**config.mk**
```make
export PLATFORM = sky130hd
export DESIGN_NAME = biquad_cascade_lowpass
export DESIGN_NICKNAME = d
export VERILOG_FILES = /design/src/design/bqc_pkg.sv /design/src/design/bqc_mac.sv /design/src/design/bqc_out.sv /design/src/design/biquad_cascade_lowpass.sv
export SDC_FILE = /design/constraint.sdc
export NUM_CORES = 2
export LEC_CHECK = 0
export ABC_AREA = 1
export CORE_ASPECT_RATIO = 1.5
export CORE_MARGIN = 4
export CORE_UTILIZATION = 57
export CTS_BUF_LIST = sky130_fd_sc_hd__clkbuf_16
export CTS_CLUSTER_SIZE = 8
export DETAILED_ROUTE_END_ITERATION = 12
export DONT_BUFFER_PORTS = 1
export HOLD_SLACK_MARGIN = 0.02
export MAX_ROUTING_LAYER = met4
export PLACE_DENSITY_LB_ADDON = 0.15
export SLEW_MARGIN = 10
export SYNTH_ARGS = -nofsm -noshare
export SYNTH_HDL_FRONTEND = slang
export SYNTH_SLANG_ARGS = --single-unit
export TNS_END_PERCENT = 1
```
**constraint.sdc**
```tcl
create_clock -name clk -period 7.5 [get_ports clk]
set_clock_uncertainty 0.05 [all_clocks]
set_input_delay 1.5 -clock clk [delete_from_list [all_inputs] [get_ports clk]]
set_output_delay 1.5 -clock clk [all_outputs]
set_load 0.05 [all_outputs]
```
**src/design/bqc_pkg.sv**
```systemverilog
// Shared constants, coefficient table, types and helpers for the biquad cascade.
package bqc_pkg;

    localparam int DEF_SECTIONS    = 3;
    localparam int DEF_SAMPLE_BITS = 24;
    localparam int MAX_SECTIONS    = 8;
    localparam int SEC_IDX_BITS    = 3;

    localparam int INT_BITS   = 48;
    localparam int FRAC_BITS  = 16;
    localparam int COEF_BITS  = 32;
    localparam int COEF_FRAC  = 30;
    localparam int DIGIT_BITS = 8;
    localparam int PROD_BITS  = COEF_BITS + INT_BITS;
    localparam int MUL_BITS   = PROD_BITS - COEF_FRAC;
    localparam int SUM_BITS   = 52;

    localparam int NUM_COEFS     = 5;
    localparam int COEF_IDX_BITS = 3;
    localparam logic [COEF_IDX_BITS-1:0] COEF_B0 = 3'd0;
    localparam logic [COEF_IDX_BITS-1:0] COEF_B1 = 3'd1;
    localparam logic [COEF_IDX_BITS-1:0] COEF_B2 = 3'd2;
    localparam logic [COEF_IDX_BITS-1:0] COEF_A1 = 3'd3;
    localparam logic [COEF_IDX_BITS-1:0] COEF_A2 = 3'd4;

    // b0, b1, b2, a1, a2 in Q2.30; sections past the third pass through
    localparam logic signed [COEF_BITS-1:0] COEF_TAB [MAX_SECTIONS][NUM_COEFS] = '{
        '{ 32'sd711741,     32'sd888261,     32'sd711741,
          -32'sd1661309318, 32'sd661138996 },
        '{ 32'sd1073741824, -32'sd518885000,  32'sd1073741824,
          -32'sd1676059312, 32'sd790187310 },
        '{ 32'sd1073741824, -32'sd1045826866, 32'sd1073741824,
          -32'sd1743490408, 32'sd973300544 },
        '{ 32'sd1073741824, 32'sd0, 32'sd0, 32'sd0, 32'sd0 },
        '{ 32'sd1073741824, 32'sd0, 32'sd0, 32'sd0, 32'sd0 },
        '{ 32'sd1073741824, 32'sd0, 32'sd0, 32'sd0, 32'sd0 },
        '{ 32'sd1073741824, 32'sd0, 32'sd0, 32'sd0, 32'sd0 },
        '{ 32'sd1073741824, 32'sd0, 32'sd0, 32'sd0, 32'sd0 }
    };

    typedef struct packed {
        logic                        start;
        logic signed [COEF_BITS-1:0] coef;
        logic signed [INT_BITS-1:0]  operand;
    } mac_req_t;

    typedef struct packed {
        logic                       done;
        logic signed [MUL_BITS-1:0] prod;
    } mac_rsp_t;

    typedef struct packed {
        logic                       load;
        logic signed [INT_BITS-1:0] value;
    } out_req_t;

    function automatic logic signed [COEF_BITS-1:0] coef_lookup(
        input logic [SEC_IDX_BITS-1:0]  sec,
        input logic [COEF_IDX_BITS-1:0] idx
    );
        logic signed [COEF_BITS-1:0] c;
        c = '0;
        if (idx < COEF_IDX_BITS'(NUM_COEFS))
        begin
            c = COEF_TAB[sec][idx];
        end
        return c;
    endfunction

    function automatic logic signed [INT_BITS-1:0] sat_int(
        input logic signed [SUM_BITS-1:0] v
    );
        logic [SUM_BITS-INT_BITS:0] hi;
        logic signed [INT_BITS-1:0] r;
        hi = v[SUM_BITS-1:INT_BITS-1];
        if ((&hi) || !(|hi))
        begin
            r = v[INT_BITS-1:0];
        end
        else if (v[SUM_BITS-1])
        begin
            r = {1'b1, {(INT_BITS-1){1'b0}}};
        end
        else
        begin
            r = {1'b0, {(INT_BITS-1){1'b1}}};
        end
        return r;
    endfunction

endpackage

```
**src/design/bqc_mac.sv**
```systemverilog
// Digit-serial multiplier: coefficient shifted out 8 bits per cycle, Q2.30 rounding.
module bqc_mac
    import bqc_pkg::*;
(
    input  logic     clk,
    input  logic     rst_n,
    input  mac_req_t req,
    output mac_rsp_t rsp
);

    localparam int DIGITS  = COEF_BITS / DIGIT_BITS;
    localparam int CNT_W   = $clog2(DIGITS);
    localparam int PP_BITS = INT_BITS + DIGIT_BITS + 1;
    localparam logic signed [PROD_BITS-1:0] RND_ADD = PROD_BITS'(1) <<< (COEF_FRAC - 1);

    logic [COEF_BITS-1:0]        coef_sr_reg;
    logic signed [INT_BITS-1:0]  opnd_reg;
    logic signed [PROD_BITS-1:0] acc_reg;
    logic signed [PROD_BITS-1:0] acc_next;
    logic [CNT_W-1:0]            cnt_reg;
    logic                        busy_reg;
    logic                        done_reg;
    logic                        done_next;

    logic [DIGIT_BITS-1:0]       digit;
    logic signed [DIGIT_BITS:0]  digit_ext;
    logic signed [PP_BITS-1:0]   pp;
    logic signed [PROD_BITS-1:0] acc_base;
    logic                        first;
    logic                        last;

    always_comb
    begin
        digit     = coef_sr_reg[COEF_BITS-1 -: DIGIT_BITS];
        first     = (cnt_reg == '0);
        last      = (cnt_reg == CNT_W'(DIGITS - 1));
        // top digit carries the coefficient sign
        digit_ext = first ? {digit[DIGIT_BITS-1], digit} : {1'b0, digit};
        pp        = PP_BITS'(opnd_reg) * PP_BITS'(digit_ext);
        acc_base  = first ? '0 : (acc_reg <<< DIGIT_BITS);
        acc_next  = acc_base + PROD_BITS'(pp) + (last ? RND_ADD : '0);
        done_next = busy_reg && last && !req.start;
    end

    assign rsp.done = done_reg;
    assign rsp.prod = acc_reg[PROD_BITS-1:COEF_FRAC];

    always_ff @(posedge clk or negedge rst_n)
    begin
        if (!rst_n)
        begin
            busy_reg <= 1'b0;
            done_reg <= 1'b0;
            cnt_reg  <= '0;
        end
        else
        begin
            done_reg <= done_next;
            if (req.start)
            begin
                busy_reg <= 1'b1;
                cnt_reg  <= '0;
            end
            else if (busy_reg)
            begin
                cnt_reg <= cnt_reg + CNT_W'(1);
                if (last)
                begin
                    busy_reg <= 1'b0;
                end
            end
        end
    end

    always_ff @(posedge clk)
    begin
        if (req.start)
        begin
            coef_sr_reg <= req.coef;
            opnd_reg    <= req.operand;
        end
        else if (busy_reg)
        begin
            coef_sr_reg <= coef_sr_reg << DIGIT_BITS;
            acc_reg     <= acc_next;
        end
    end

endmodule

```
**src/design/bqc_out.sv**
```systemverilog
// Output stage: rounds to sample width, saturates, holds the result transaction.
module bqc_out
    import bqc_pkg::*;
#(
    parameter int SAMPLE_BITS = DEF_SAMPLE_BITS
)
(
    input  logic                          clk,
    input  logic                          rst_n,
    input  out_req_t                      req,
    output logic                          can_load,
    output logic signed [SAMPLE_BITS-1:0] sample_out,
    output logic                          saturated,
    output logic                          out_valid,
    input  logic                          out_ready
);

    localparam int R_BITS = INT_BITS + 1 - FRAC_BITS;
    localparam logic signed [INT_BITS:0]  RND  = (INT_BITS + 1)'(1) << (FRAC_BITS - 1);
    localparam logic signed [R_BITS-1:0]  SMAX =
        R_BITS'((64'sd1 <<< (SAMPLE_BITS - 1)) - 64'sd1);
    localparam logic signed [R_BITS-1:0]  SMIN = R_BITS'(-(64'sd1 <<< (SAMPLE_BITS - 1)));

    logic signed [INT_BITS:0]       rsum;
    logic signed [R_BITS-1:0]       r;
    logic signed [R_BITS-1:0]       rc;
    logic                           fire;
    logic                           valid_reg;
    logic                           valid_next;
    logic signed [SAMPLE_BITS-1:0]  samp_reg;
    logic                           clip_reg;
    logic                           clip_next;

    always_comb
    begin
        rsum      = (INT_BITS + 1)'(req.value) + RND;
        r         = rsum[INT_BITS:FRAC_BITS];
        clip_next = 1'b0;
        rc        = r;
        if (r > SMAX)
        begin
            rc        = SMAX;
            clip_next = 1'b1;
        end
        else if (r < SMIN)
        begin
            rc        = SMIN;
            clip_next = 1'b1;
        end
        can_load   = !valid_reg || out_ready;
        fire       = req.load && can_load;
        valid_next = fire || (valid_reg && !out_ready);
    end

    assign sample_out = samp_reg;
    assign saturated  = clip_reg;
    assign out_valid  = valid_reg;

    always_ff @(posedge clk or negedge rst_n)
    begin
        if (!rst_n)
        begin
            valid_reg <= 1'b0;
        end
        else
        begin
            valid_reg <= valid_next;
        end
    end

    always_ff @(posedge clk)
    begin
        if (fire)
        begin
            samp_reg <= rc[SAMPLE_BITS-1:0];
            clip_reg <= clip_next;
        end
    end

endmodule

```
**src/design/biquad_cascade_lowpass.sv**
```systemverilog
// Top level: cascade of transposed direct form II biquads on one shared digit-serial multiplier.
//
//  channel | signals                          | direction
//  --------+----------------------------------+----------
//  input   | in_valid, in_ready, sample_in    | into block
//  output  | out_valid, out_ready, sample_out,| out of block
//          | saturated                        |
//
// Each sample takes five products per section on the shared multiplier, each product
// stepping through issue, four 8-bit coefficient digits and accumulate.
// Reset clears the delay registers; no clearing pass.
// A stalled output holds the next result in the done state, where no new input transaction
// is taken; one is taken while only the output register holds a waiting result.
module biquad_cascade_lowpass
    import bqc_pkg::*;
#(
    parameter int SECTIONS    = DEF_SECTIONS,
    parameter int SAMPLE_BITS = DEF_SAMPLE_BITS
)
(
    input  logic                          clk,
    input  logic                          rst_n,
    input  logic                          in_valid,
    output logic                          in_ready,
    input  logic signed [SAMPLE_BITS-1:0] sample_in,
    output logic                          out_valid,
    input  logic                          out_ready,
    output logic signed [SAMPLE_BITS-1:0] sample_out,
    output logic                          saturated
);

    localparam int SEC_W = (SECTIONS > 1) ? $clog2(SECTIONS) : 1;
    localparam logic [SEC_W-1:0] SEC_LAST = SEC_W'(SECTIONS - 1);

    localparam logic [1:0] ST_IDLE  = 2'd0;
    localparam logic [1:0] ST_ISSUE = 2'd1;
    localparam logic [1:0] ST_WAIT  = 2'd2;
    localparam logic [1:0] ST_DONE  = 2'd3;

    localparam logic [2:0] STEP_Y   = 3'd0;
    localparam logic [2:0] STEP_Z0B = 3'd1;
    localparam logic [2:0] STEP_Z0A = 3'd2;
    localparam logic [2:0] STEP_Z1B = 3'd3;
    localparam logic [2:0] STEP_Z1A = 3'd4;

    logic [1:0]                 state_reg;
    logic [1:0]                 state_next;
    logic [2:0]                 step_reg;
    logic [2:0]                 step_next;
    logic [SEC_W-1:0]           sec_reg;
    logic [SEC_W-1:0]           sec_next;
    logic signed [INT_BITS-1:0] u_reg;
    logic signed [INT_BITS-1:0] u_next;
    logic signed [INT_BITS-1:0] y_reg;
    logic signed [INT_BITS-1:0] y_next;
    logic signed [SUM_BITS-1:0] sum_reg;
    logic signed [SUM_BITS-1:0] sum_next;
    logic signed [INT_BITS-1:0] z0_reg [SECTIONS];
    logic signed [INT_BITS-1:0] z1_reg [SECTIONS];
    logic                       z0_we;
    logic                       z1_we;

    logic [COEF_IDX_BITS-1:0]   coef_idx;
    logic                       use_y;
    logic                       neg;
    logic signed [SUM_BITS-1:0] base;
    logic signed [SUM_BITS-1:0] m_ext;
    logic signed [SUM_BITS-1:0] sum_calc;
    logic signed [INT_BITS-1:0] sat_val;

    mac_req_t mac_req;
    mac_rsp_t mac_rsp;
    out_req_t out_req;
    logic     out_can_load;

    always_comb
    begin
        unique case (step_reg)
            STEP_Y:
            begin
                coef_idx = COEF_B0;
                use_y    = 1'b0;
                base     = SUM_BITS'(z0_reg[sec_reg]);
                neg      = 1'b0;
            end
            STEP_Z0B:
            begin
                coef_idx = COEF_B1;
                use_y    = 1'b0;
                base     = SUM_BITS'(z1_reg[sec_reg]);
                neg      = 1'b0;
            end
            STEP_Z0A:
            begin
                coef_idx = COEF_A1;
                use_y    = 1'b1;
                base     = sum_reg;
                neg      = 1'b1;
            end
            STEP_Z1B:
            begin
                coef_idx = COEF_B2;
                use_y    = 1'b0;
                base     = '0;
                neg      = 1'b0;
            end
            STEP_Z1A:
            begin
                coef_idx = COEF_A2;
                use_y    = 1'b1;
                base     = sum_reg;
                neg      = 1'b1;
            end
            default:
            begin
                coef_idx = COEF_B0;
                use_y    = 1'b0;
                base     = '0;
                neg      = 1'b0;
            end
        endcase
        m_ext    = SUM_BITS'(mac_rsp.prod);
        sum_calc = neg ? (base - m_ext) : (base + m_ext);
        sat_val  = sat_int(sum_calc);
    end

    always_comb
    begin
        mac_req.coef    = coef_lookup(SEC_IDX_BITS'(sec_reg), coef_idx);
        mac_req.operand = use_y ? y_reg : u_reg;
        out_req.value   = u_reg;
        state_next    = state_reg;
        step_next     = step_reg;
        sec_next      = sec_reg;
        u_next        = u_reg;
        y_next        = y_reg;
        sum_next      = sum_reg;
        z0_we         = 1'b0;
        z1_we         = 1'b0;
        in_ready      = 1'b0;
        mac_req.start = 1'b0;
        out_req.load  = 1'b0;
        unique case (state_reg)
            ST_IDLE:
            begin
                in_ready = 1'b1;
                if (in_valid)
                begin
                    u_next     = INT_BITS'(sample_in) <<< FRAC_BITS;
                    sec_next   = '0;
                    step_next  = STEP_Y;
                    state_next = ST_ISSUE;
                end
            end
            ST_ISSUE:
            begin
                mac_req.start = 1'b1;
                state_next    = ST_WAIT;
            end
            ST_WAIT:
            begin
                if (mac_rsp.done)
                begin
                    sum_next   = sum_calc;
                    state_next = ST_ISSUE;
                    if (step_reg == STEP_Y)
                    begin
                        y_next = sat_val;
                    end
                    if (step_reg == STEP_Z0A)
                    begin
                        z0_we = 1'b1;
                    end
                    if (step_reg == STEP_Z1A)
                    begin
                        z1_we     = 1'b1;
                        u_next    = y_reg;
                        step_next = STEP_Y;
                        if (sec_reg == SEC_LAST)
                        begin
                            state_next = ST_DONE;
                        end
                        else
                        begin
                            sec_next = sec_reg + SEC_W'(1);
                        end
                    end
                    else
                    begin
                        step_next = step_reg + 3'd1;
                    end
                end
            end
            ST_DONE:
            begin
                out_req.load = 1'b1;
                if (out_can_load)
                begin
                    state_next = ST_IDLE;
                end
            end
        endcase
    end

    always_ff @(posedge clk or negedge rst_n)
    begin
        if (!rst_n)
        begin
            state_reg <= ST_IDLE;
            step_reg  <= STEP_Y;
            sec_reg   <= '0;
            for (int i = 0; i < SECTIONS; i++)
            begin
                z0_reg[i] <= '0;
                z1_reg[i] <= '0;
            end
        end
        else
        begin
            state_reg <= state_next;
            step_reg  <= step_next;
            sec_reg   <= sec_next;
            if (z0_we)
            begin
                z0_reg[sec_reg] <= sat_val;
            end
            if (z1_we)
            begin
                z1_reg[sec_reg] <= sat_val;
            end
        end
    end

    always_ff @(posedge clk)
    begin
        u_reg   <= u_next;
        y_reg   <= y_next;
        sum_reg <= sum_next;
    end

    bqc_mac u_mac
    (
        .clk (clk),
        .rst_n (rst_n),
        .req (mac_req),
        .rsp (mac_rsp)
    );

    bqc_out #(
        .SAMPLE_BITS (SAMPLE_BITS)
    ) u_out
    (
        .clk        (clk),
        .rst_n      (rst_n),
        .req        (out_req),
        .can_load   (out_can_load),
        .sample_out (sample_out),
        .saturated  (saturated),
        .out_valid  (out_valid),
        .out_ready  (out_ready)
    );

endmodule

```
==> flow_summary.yaml <==
logic_synthesis:
  synthesis.area_mm2: 0.05369
  syn_inst: 6923
  yosys.area.top_type_share_pct: 18.63
  synth_area_leader_cell: "edfxtp_1"
  async_reset_ff_share_pct: 47.39
  yosysWarnings: 0
  syn_nets: 7617
  postSynthAreaPerCell_um2: 7.755
  ys.flop_type: "edfxtp_1"
  synth_edf_count: 333
  synth.distinct_cells: 54
  ys_seq_area_share_pct: 32.61
  ys_ff_latch: 633
  synth_area_leaders: "edfxtp_1 (19%), nand2_1 (16%), dfrtp_1 (14%)"
clock_network:
  clk_latency_ns: 0.73
  cts_tree: "yes"
  cts-root-buf: "clkbuf_16"
  hold_buffers: 0
  htreeDepth: 3
  clock_path_buffers: 3
  cts_sinks: 633
  clk_pin_slew_ns: 0.07
  numCtsBuffers: 90
setup_path:
  cp.required_ns: 7.87
  startpoint: "u_mac.cnt_reg[1]"
  reg2reg_from: "u_mac.cnt_reg[1]"
  r2r_end: "u_mac.acc_reg[78]"
  slowest_stage: "fa_1"
  cp-end-kind: "flop"
  cp_max_fo: 4
  r2r_cells: 35
  max_stage_delay_ns: 0.56
  path_class: "flop to flop"
  worstSetupStartpointType: "flop"
  reg2reg_setup_slack_ns: -0.54
  critPathArrivalTime_ns: 8.40
place:
  dpl.hpwl_um: 155600
  dp_slack_ns: -1.306
  gp_congestion: 1.058
  place_area_mm2: 0.06042
  io_buffers: 0
final_layout:
  stdcell_area_mm2: 0.06546
  drive_gt1_share_pct: 17.36
  nets: 8227
  syn2layout_area_growth_pct: 21.92
grt:
  grt_util_all_layers_pct: 41.83
  antenna_found_initial: 4
  grt_max_degree: 301
  grt_pass1_vias: 52425
  grt_first_pass_wirelength_um: 306300
  grt_overflow: 0
detailed_routing:
  ant_nets: 0
  vias_per_cell: 5.759
  vias: 51022
  drc: 0
  drt_iter0_drc: 5286
  routed_wl_um: 205000
  routedWlPerCell_um: 23.14
  drtPass1Iterations: 5
floorplan:
  die_height_um: 383.9
  coreArea_mm2: 0.09325
  initial_core_util_pct: 57.58
  rows: 137
  pin_count: 55
  dieArea_mm2: 0.09927
  die_x_um: 258.6
job:
  maxCapViolCount: 0
outcome:
  status: "finished, violations left"
  violations: "setup timing"
timing:
  worst_pin_slew_ns: 1.316
  timing.final.crit_share_pct: 107.1
  min_period_ns: 8.035
  setup_ws_ns: -0.5351
  setup_viol: 47
  worst_hold_slack_ns: 0.4304
  slew-limit-headroom_pct: 11.14
  fmax_mhz: 124.5
  drv_slew: 0
  hold_viol: 0
  grt_setup_unrepaired: "true"
min_path:
  hold_path.class: "input port to asynchronous set/reset pin"
[repair_timing]
item	4_1_cts	5_1_grt
buffers inserted	2	14
pin swaps	24	101
gates cloned	0	2
endpoints found under the setup margin	55	60
gates resized for setup	129	336
[metal layers]
| metal | GRT usage (%) | vias to the layer above | part of all wire [%] | wire length (µm) |
|---|---|---|---|---|
| met5 | - | - | 0 | 0 |
| li1 | - | 23053 | - | - |
| met4 | 30.80 | 0 | 9.8 | 20090 |
| met1 | 45.57 | 24441 | 34 | 70710 |
| met2 | 70.00 | 2670 | 48 | 99360 |
| met3 | 5.651 | 858 | 7.2 | 14840 |
[kinds of logic (layout without fill, tap and decap cells)]
family	count (synthesis)	after routing	share of synthesized area, %
simple gates	3173	3173	23.54
fa+ha+maj	666	666	20.36
buf+inv	1393	2074	9.879
flops	633	633	32.61
other cells	0	5	0
compound gates	812	812	9.602
xor+xnor	246	246	4.013
[cells in the mapped netlist, types with 3 or more instances]
master / instances
o21bai_1: 35
buf_2: 8
a221oi_1: 96
inv_2: 3
o221ai_1: 3
a21boi_0: 8
o31ai_1: 6
o21ai_0: 223
or2_2: 10
nor3_1: 61
o311ai_0: 49
dfrtp_1: 300
o21a_1: 10
nand3b_1: 3
nor2_1: 539
nand2_1: 2308
clkbuf_1: 229
nand2_4: 30
xnor2_1: 63
a211oi_1: 3
a21o_1: 24
edfxtp_1: 333
buf_6: 3
inv_1: 1125
and2_1: 5
o211ai_1: 10
a31o_2: 3
a22o_1: 48
fa_1: 346
and3_1: 5
nor4_1: 28
a21oi_1: 234
nand4_1: 42
xor2_1: 183
ha_1: 320
buf_1: 17
buf_8: 3
a31oi_1: 51
nand3_1: 136
[final cells by class]
| type | instances | area [µm²] |
|---|---|---|
| multi-input combinational | 4897 | 33160 |
| fill | 7622 | 27790 |
| sequential | 633 | 17510 |
| timing repair buffer | 781 | 6259 |
| inverter | 1130 | 4243 |
| clock buffer | 90 | 2252 |
| tap | 1251 | 1565 |
| clock inverter | 73 | 459.2 |
| antenna | 5 | 12.51 |
[stage by stage]
| stage | TNS (ns) | std cells | utilization (%) |
|---|---|---|---|
| 2_1_floorplan | -0.09793 | 6923 | - |
| 3_3_place_gp | -43.88 | 8673 | 64.80 |
| 3_5_place_dp | -41.95 | 8673 | 64.80 |
| 4_1_cts | -19.33 | 8838 | 68.26 |
| 5_1_grt | -27.55 | 8859 | 70.20 |
| 6_report | -14.66 | 8860 | 70.20 |
[cell usage in the layout (no fill, tap or decap), types with 92 or more instances in the layout]
master,synthesis,final
a21oi_1,234,176
a221oi_1,96,94
buf_4,2,745
clkbuf_16,0,92
dfrtp_1,300,298
edfxtp_1,333,333
fa_1,346,345
ha_1,320,251
inv_1,1125,1157
nand2_1,2308,2276
nand3_1,136,122
nor2_1,539,455
o21ai_0,223,177
xor2_1,183,169
[critical path: cells and delay by family (launching register included)]
kind | cells | cell delay, ns
buf+inv | 6 | 0.54
compound gates | 11 | 2.15
xor+xnor | 2 | 0.41
flops | 1 | 0.39
simple gates | 7 | 0.71
fa+ha+maj | 9 | 3.49
[worst max path at each step]
stage | end | slack (ns) | cells after the start
after detailed placement | u_mac.acc_reg[78] | -1.31 | 36
after global placement | u_mac.acc_reg[78] | -1.35 | 36
after CTS | u_mac.acc_reg[75] | -0.59 | 41
after global routing | u_mac.acc_reg[75] | -0.76 | 40
after floorplan | u_mac.acc_reg[55] | -0.09 | 38
final | u_mac.acc_reg[78] | -0.54 | 35
Power is not shown: default switching activity piles up to over one toggle a cycle in this logic, so the estimate is an artifact.
